`config.mk`:
```
export PLATFORM = sky130hd
export DESIGN_NAME = utf8_stream_decoder_top
export DESIGN_NICKNAME = d
export VERILOG_FILES = /design/src/design/utf8sd_pkg.sv /design/src/design/utf8sd_decode.sv /design/src/design/utf8sd_rqueue.sv /design/src/design/utf8_stream_decoder_top.sv
export VERILOG_INCLUDE_DIRS = /design/src /design/src/design
export SDC_FILE = /design/constraint.sdc
export NUM_CORES = 1
export LEC_CHECK = 0
export ABC_AREA = 0
export BUFFER_PORTS_ARGS = -buffer_cell sky130_fd_sc_hd__buf_2
export CORE_MARGIN = 3
export CORE_UTILIZATION = 40
export DETAILED_ROUTE_END_ITERATION = 16
export GPL_TIMING_DRIVEN = 0
export SLEW_MARGIN = 20
export SYNTH_ARGS = -nofsm -noshare
export SYNTH_HDL_FRONTEND = slang
export SYNTH_HIERARCHICAL = 1
export SYNTH_SLANG_ARGS = --single-unit
export TNS_END_PERCENT = 20
```
`constraint.sdc`:
```
create_clock -name clk -period 6.6 [get_ports clk]
set_input_delay 0.66 -clock clk [delete_from_list [all_inputs] [get_ports clk]]
set_output_delay 0.66 -clock clk [all_outputs]
set_load 0.02 [all_outputs]
```
`src/design/assert_macros.svh`:
```
// assertion macros shared by the decoder rtl
// no dependencies; included by files that carry assertions
`ifndef ASSERT_MACROS_SVH
`define ASSERT_MACROS_SVH

// property checked on every rising clk edge outside reset
`define ASSERT_CLK(label, prop, msg) \
  label: assert property (@(posedge clk) disable iff (!rst_n) (prop)) else $error(msg);

// implication whose consequent is checked in the cycle after the antecedent
`define ASSERT_NEXT(label, ante, cons, msg) \
  label: assert property (@(posedge clk) disable iff (!rst_n) (ante) |=> (cons)) \
    else $error(msg);

`endif

```
`src/design/utf8sd_pkg.sv`:
```
// types and constants for the utf-8 stream decoder
// no dependencies; used by every module of the decoder
package utf8sd_pkg;

  localparam logic [1:0] ST_OK         = 2'd0;
  localparam logic [1:0] ST_BAD_LEAD   = 2'd1;
  localparam logic [1:0] ST_BROKEN     = 2'd2;
  localparam logic [1:0] ST_DISALLOWED = 2'd3;

  localparam int ACC_W  = 31;
  localparam int CP_W   = 21;
  localparam int PEND_W = 3;

  // result queue geometry
  localparam int QDEPTH = 4;
  localparam int QPTR_W = 2;
  localparam int QCNT_W = 3;

  typedef struct packed {
    logic [7:0] data_byte;
    logic       is_last;
  } in_item_t;

  typedef struct packed {
    logic [CP_W-1:0] code_point;
    logic [1:0]      status;
    logic            run_last;
  } out_item_t;

  // up to two results produced by one word
  typedef struct packed {
    logic [1:0] cnt;
    out_item_t  item0;
    out_item_t  item1;
  } push_t;

endpackage

```
`src/design/utf8sd_decode.sv`:
```
// per-word decode logic: next accumulator, pending count and results
// depends on utf8sd_pkg
module utf8sd_decode (
  input  utf8sd_pkg::in_item_t            item,
  input  logic [utf8sd_pkg::ACC_W-1:0]    acc,
  input  logic [utf8sd_pkg::PEND_W-1:0]   pend,
  output logic [utf8sd_pkg::ACC_W-1:0]    acc_nxt,
  output logic [utf8sd_pkg::PEND_W-1:0]   pend_nxt,
  output utf8sd_pkg::push_t               res
);

  logic [7:0]                      b;
  logic [utf8sd_pkg::ACC_W-1:0]    acc_shift;
  logic [utf8sd_pkg::PEND_W-1:0]   pend_dec;
  logic                            lead_emit;
  logic [1:0]                      lead_st;
  logic [utf8sd_pkg::CP_W-1:0]     lead_cp;
  logic                            lead_open;
  logic [utf8sd_pkg::PEND_W-1:0]   lead_pend;
  logic [utf8sd_pkg::ACC_W-1:0]    lead_acc;
  logic                            bad_val;
  logic [2:0]                      cand_v;
  utf8sd_pkg::out_item_t           cand [3];
  logic [1:0]                      n;

  assign b         = item.data_byte;
  assign acc_shift = {acc[utf8sd_pkg::ACC_W-7:0], b[5:0]};
  assign pend_dec  = pend - 3'd1;

  always_comb begin
    lead_emit = 1'b0;
    lead_st   = utf8sd_pkg::ST_OK;
    lead_cp   = '0;
    lead_open = 1'b0;
    lead_pend = '0;
    lead_acc  = '0;
    if (b < 8'h80) begin
      lead_emit = 1'b1;
      lead_cp   = {13'd0, b};
    end else if (b < 8'hC0) begin
      lead_emit = 1'b1;
      lead_st   = utf8sd_pkg::ST_BAD_LEAD;
    end else if (b < 8'hE0) begin
      lead_open = 1'b1;
      lead_pend = 3'd1;
      lead_acc  = {26'd0, b[4:0]};
    end else if (b < 8'hF0) begin
      lead_open = 1'b1;
      lead_pend = 3'd2;
      lead_acc  = {27'd0, b[3:0]};
    end else if (b < 8'hF8) begin
      lead_open = 1'b1;
      lead_pend = 3'd3;
      lead_acc  = {28'd0, b[2:0]};
    end else if (b < 8'hFC) begin
      lead_open = 1'b1;
      lead_pend = 3'd4;
      lead_acc  = {29'd0, b[1:0]};
    end else if (b < 8'hFE) begin
      lead_open = 1'b1;
      lead_pend = 3'd5;
      lead_acc  = {30'd0, b[0]};
    end else begin
      lead_emit = 1'b1;
      lead_st   = utf8sd_pkg::ST_BAD_LEAD;
    end
  end

  // surrogates, the two noncharacters and anything past the unicode range
  assign bad_val = (acc_shift >= 31'h0000_D800 && acc_shift <= 31'h0000_DFFF) ||
                   acc_shift == 31'h0000_FFFE || acc_shift == 31'h0000_FFFF ||
                   acc_shift > 31'h0010_FFFF;

  always_comb begin
    cand_v  = '0;
    cand[0] = '0;
    cand[1] = '0;
    cand[2] = '0;
    acc_nxt  = acc;
    pend_nxt = pend;
    if (pend != '0 && b[7:6] == 2'b10) begin
      if (pend_dec == '0) begin
        cand_v[0] = 1'b1;
        cand[0].status     = bad_val ? utf8sd_pkg::ST_DISALLOWED : utf8sd_pkg::ST_OK;
        cand[0].code_point = bad_val ? '0 : acc_shift[utf8sd_pkg::CP_W-1:0];
        acc_nxt  = '0;
        pend_nxt = '0;
      end else begin
        acc_nxt  = acc_shift;
        pend_nxt = pend_dec;
      end
    end else begin
      if (pend != '0) begin
        // open sequence broken by a non-continuation word
        cand_v[0]      = 1'b1;
        cand[0].status = utf8sd_pkg::ST_BROKEN;
      end
      cand_v[1]          = lead_emit;
      cand[1].status     = lead_st;
      cand[1].code_point = lead_cp;
      acc_nxt  = lead_open ? lead_acc : '0;
      pend_nxt = lead_open ? lead_pend : '0;
    end
    // string ends inside a sequence
    if (item.is_last && pend_nxt != '0) begin
      cand_v[2]      = 1'b1;
      cand[2].status = utf8sd_pkg::ST_BROKEN;
      acc_nxt  = '0;
      pend_nxt = '0;
    end
  end

  always_comb begin
    n         = '0;
    res.cnt   = '0;
    res.item0 = '0;
    res.item1 = '0;
    for (int k = 0; k < 3; k++) begin
      if (cand_v[k]) begin
        if (n == 2'd0) begin
          res.item0 = cand[k];
        end else begin
          res.item1 = cand[k];
        end
        n = n + 2'd1;
      end
    end
    res.cnt = n;
    if (n == 2'd1) begin
      res.item0.run_last = 1'b1;
    end else if (n == 2'd2) begin
      res.item1.run_last = 1'b1;
    end
  end

endmodule

```
`src/design/utf8sd_rqueue.sv`:
```
// result queue: takes up to two results per cycle, hands out one per cycle while out_stall is low
// depends on utf8sd_pkg and assert_macros.svh
`include "assert_macros.svh"

module utf8sd_rqueue (
  input  logic                   clk,
  input  logic                   rst_n,
  input  utf8sd_pkg::push_t      push,
  output logic                   room,
  output logic                   out_valid,
  input  logic                   out_stall,
  output utf8sd_pkg::out_item_t  out_data
);

  utf8sd_pkg::out_item_t             mem_r [utf8sd_pkg::QDEPTH];
  logic [utf8sd_pkg::QPTR_W-1:0]     wr_ptr_r, wr_ptr_nxt;
  logic [utf8sd_pkg::QPTR_W-1:0]     rd_ptr_r, rd_ptr_nxt;
  logic [utf8sd_pkg::QCNT_W-1:0]     cnt_r, cnt_nxt;
  logic [utf8sd_pkg::QPTR_W-1:0]     wr_ptr_p1;
  logic                              pop;

  assign out_valid = cnt_r != '0;
  assign out_data  = mem_r[rd_ptr_r];
  assign pop       = out_valid && !out_stall;
  // two free slots needed before the next word may be decoded
  assign room      = cnt_r <= 3'(utf8sd_pkg::QDEPTH - 2);
  assign wr_ptr_p1 = wr_ptr_r + 2'd1;

  always_comb begin
    wr_ptr_nxt = wr_ptr_r + push.cnt;
    rd_ptr_nxt = pop ? rd_ptr_r + 2'd1 : rd_ptr_r;
    cnt_nxt    = cnt_r + {1'b0, push.cnt} - {2'd0, pop};
  end

  always_ff @(posedge clk) begin
    if (!rst_n) begin
      wr_ptr_r <= '0;
      rd_ptr_r <= '0;
      cnt_r    <= '0;
    end else begin
      wr_ptr_r <= wr_ptr_nxt;
      rd_ptr_r <= rd_ptr_nxt;
      cnt_r    <= cnt_nxt;
    end
  end

  always_ff @(posedge clk) begin
    if (push.cnt != 2'd0) begin
      mem_r[wr_ptr_r] <= push.item0;
    end
    if (push.cnt == 2'd2) begin
      mem_r[wr_ptr_p1] <= push.item1;
    end
  end

  `ASSERT_CLK(a_cnt_bound, cnt_r <= 3'(utf8sd_pkg::QDEPTH), "result queue overflow")
  `ASSERT_CLK(a_push_room, !(push.cnt != 2'd0 && cnt_r > 3'(utf8sd_pkg::QDEPTH - 2)),
    "push without two free slots")

endmodule

```
`src/design/utf8_stream_decoder_top.sv`:
```
// utf-8 stream decoder: word register, decode logic, result queue
// a word waits in the word register until the queue has room, then is decoded into the result queue
// throughput: one word per cycle while results drain one per cycle and the queue has room;
//   a word that gives two results adds more to the queue than one pop takes out
// reset: rst_n synchronous active low, closes any open sequence and empties the queue
`include "assert_macros.svh"

module utf8_stream_decoder_top (
  input  logic                   clk,
  input  logic                   rst_n,
  input  logic                   in_valid,
  output logic                   in_stall,
  input  utf8sd_pkg::in_item_t   in_data,
  output logic                   out_valid,
  input  logic                   out_stall,
  output utf8sd_pkg::out_item_t  out_data
);

  utf8sd_pkg::in_item_t              in_data_r;
  logic                              in_valid_r, in_valid_nxt;
  logic [utf8sd_pkg::ACC_W-1:0]      acc_r, acc_nxt;
  logic [utf8sd_pkg::PEND_W-1:0]     pend_r, pend_nxt;
  logic [utf8sd_pkg::ACC_W-1:0]      dec_acc;
  logic [utf8sd_pkg::PEND_W-1:0]     dec_pend;
  utf8sd_pkg::push_t                 dec_res;
  utf8sd_pkg::push_t                 push;
  logic                              room;
  logic                              drain;
  logic                              accept;

  assign drain    = in_valid_r && room;
  assign in_stall = in_valid_r && !room;
  assign accept   = in_valid && !in_stall;

  utf8sd_decode u_dec (
    .item     (in_data_r),
    .acc      (acc_r),
    .pend     (pend_r),
    .acc_nxt  (dec_acc),
    .pend_nxt (dec_pend),
    .res      (dec_res)
  );

  always_comb begin
    push         = dec_res;
    push.cnt     = drain ? dec_res.cnt : 2'd0;
    acc_nxt      = drain ? dec_acc : acc_r;
    pend_nxt     = drain ? dec_pend : pend_r;
    in_valid_nxt = accept ? 1'b1 : (drain ? 1'b0 : in_valid_r);
  end

  utf8sd_rqueue u_rq (
    .clk       (clk),
    .rst_n     (rst_n),
    .push      (push),
    .room      (room),
    .out_valid (out_valid),
    .out_stall (out_stall),
    .out_data  (out_data)
  );

  always_ff @(posedge clk) begin
    if (!rst_n) begin
      in_valid_r <= 1'b0;
      acc_r      <= '0;
      pend_r     <= '0;
    end else begin
      in_valid_r <= in_valid_nxt;
      acc_r      <= acc_nxt;
      pend_r     <= pend_nxt;
    end
  end

  always_ff @(posedge clk) begin
    if (accept) begin
      in_data_r <= in_data;
    end
  end

  `ASSERT_CLK(a_pend_range, pend_r <= 3'd5, "pending count out of range")
  `ASSERT_CLK(a_acc_closed, !(pend_r == '0 && acc_r != '0), "accumulator dirty with no sequence")
  `ASSERT_NEXT(a_last_closes, drain && in_data_r.is_last, pend_r == '0,
    "sequence left open after last word")
  `ASSERT_NEXT(a_word_held, in_valid_r && !drain, in_valid_r && $stable(in_data_r),
    "word lost while waiting for queue room")

endmodule

```
==> results.yml <==
global_routing:
  grt_pass1_vias: 5169
  grt_usage_pct: 17.46
  grt_max_degree: 20
  antenna_found_initial: 0
  overflow: 0
  grt_pass1_wl_mm: 27.72
final_layout:
  syn_to_final_growth_pct: 16.03
  instances_no_fill: 923
  nets: 699
  drive_gt1_share_pct: 39.48
  final_util_pct: 47.43
  num_antenna_cells: 0
pwr:
  powerDensity_nw_per_um2: 281.0
  vdd_drop_max_uv: 186.2
  power.total_w: 0.002501
  p_leak_nw: 3.317
logic_synthesis:
  avgSynthCellArea_um2: 12.77
  synth_area_um2: 7672
  syn_inst: 601
  yosys_warnings: 6
routing:
  ant_nets: 0
  wl_per_cell_um: 18.61
  dr.pass1.iters: 5
  num_vias: 4907
  drt-initial-drc-count: 350
  via_per_inst: 5.316
  wl_mm: 17.17
  post-route-drc-count: 0
clocking:
  clkTransAtPathRegs_ns: 0.06
  cts-resized-gates: 0
  cts_root_buf: "clkbuf_16"
  htreeDepth: 4
  cts_inserted_buffers: 17
  post_cts_buffers: 0
  cts_buffer_depth: 2
  ctsHoldBuffers: 0
  clock_sinks: 143
  cts_tree: "built"
  insertion_delay_ns: 0.42
critical_path:
  arrival_ns: 4.53
  end_kind: "flop"
  worst-path-buf-inv: 4
  slowest_delay_ns: 0.44
  crit_family: "simple AND/OR/NAND/NOR gates"
  crit_top_cell: "ha_1"
  setup.worst_path.start: "pend_r[0]"
  criticalPathCategory: "reg -> reg"
  timing.rr.start: "pend_r[0]"
  required_ns: 6.72
  path_cells: "inv_1 -> ha_1 -> ha_1 -> clkbuf_1 -> nor3b_1 -> nand3_1 -> a31oi_1 -> and2_1 -> nand2b_1 -> and3_1 -> nand2b_2 -> nor3b_4 -> buf_6 -> o21bai_4 -> buf_16"
  crit_cells: 15
  slowest_stage: "nor3b_4"
  r2r_setup_slack_ns: 2.20
  crit_end: "u_rq/mem_r[2][3]"
  start_kind: "flop"
  rr_worst_depth: 15
  path_max_fanout: 17
  r2r-end: "u_rq/mem_r[2][3]"
placement:
  dp_cells: 891
  routabilityCongestion: 0.8840
  io_buffer_count: 38
  hpwl_mm: 12.13
run_status:
  status: "completed"
sta:
  fmax_ghz: 0.2270
  finalSetupViolCount: 0
  worst_pin_slew_ns: 0.8237
  layout_min_cycle_time_ns: 4.405
  post-route-period-util_pct: 66.74
  setup_tns_ns: 0
  finalHoldViolCount: 0
  skew_ns: 0.01205
  relSlewSlack_pct: 44.97
  maxSlewViolCount: 0
  rsz0062_at_grt: "no"
  holdWs_ns: 0.4198
floorplan:
  rows: 50
  dieHeight_um: 144.5
  die_w_um: 144.5
  num_io_pins: 39
  fp.coreArea_um2: 18770
  dieArea_um2: 20880
  start_util_pct: 40.88
hold_path:
  whs_path_depth: 1
  hold_path_class: "in -> reg"
job:
  maxCapViolCount: 0
## worst min path at each step
stage               startpoint           end  slack (ns)
floorplan            acc_r[24]     acc_r[24]        0.43
global placement     acc_r[19]     acc_r[19]        0.44
detailed placement   acc_r[19]     acc_r[19]        0.45
CTS                 in_data[3]  in_data_r[3]        0.39
global route        in_data[6]  in_data_r[6]        0.40
finish              in_data[4]  in_data_r[4]        0.42
## worst reg2reg max path, delay by kind of cell, from the launching register on
family / cells / cell delay (ns)
buffers and inverters: 4 / 0.75
AO/OA/AOI/OAI: 2 / 0.65
adder cells (fa/ha/maj): 2 / 0.37
flip-flops: 1 / 0.36
AND/OR/NAND/NOR: 7 / 1.97
## layout by cell type, fill, tap and decap left out, drive strengths merged, types with 2 or more instances in the layout
cell type and instances:
a21boi 2, a21oi 7, a31oi 4, and2 51, and3 4, buf 94, clkbuf 25, clkinv 8
clkinvlp 2, conb 14, dfxtp 38, edfxtp 105, ha 9, inv 22, mux2 97, mux4 24
nand2 39, nand2b 5, nand3 5, nand4 32, nor2 18, nor2b 5, nor3 8, nor3b 5
o21a 2, o21ai 38, or4 3, xnor2 4
## layer usage
metal | wire [um] | vias to the layer above | global-route usage, %
met5 | 0 | - | 0
met4 | 265 | 0 | 5.400
met3 | 465 | 24 | 3.538
met2 | 8487 | 92 | 29.29
met1 | 7953 | 2424 | 22.86
li1 | - | 2367 | -
## state kept, by name, indices dropped and copies added (netlist names), named ones only
register,flops
u_rq/mem_r,96
pend_r,3
acc_r,25
u_rq/cnt_r,3
in_valid_r,1
in_data_r,9
u_rq/wr_ptr_r,2
u_rq/rd_ptr_r,2
## report_power, final
part | switching, W | internal (W) | total (W)
clock network | 0.000382 | 0.000516 | 0.000898
registers | 0.0000260 | 0.00102 | 0.00105
logic | 0.000316 | 0.000236 | 0.000552
total | 0.000724 | 0.00178 | 0.00250
## metrics by stage
stage                     worst slack (ns)  cell area (um2)
after floorplan                      1.936             7721
after global placement             -0.2025             8204
after detailed placement             2.251             8357
after CTS                            2.217             8902
after global routing                 1.925             8902
final                                2.195             8902
## final cells by class
cell class / count / area, um2
timing repair buffer: 43 / 302.8
multi-input combinational: 394 / 3393
tap: 234 / 292.8
inverter: 19 / 71.32
buffer: 58 / 382.9
sequential: 143 / 3914
clock buffer: 18 / 429.2
fill: 1641 / 9866
clock inverter: 14 / 116.4
Note: power is estimated with default switching activity, not from simulation.
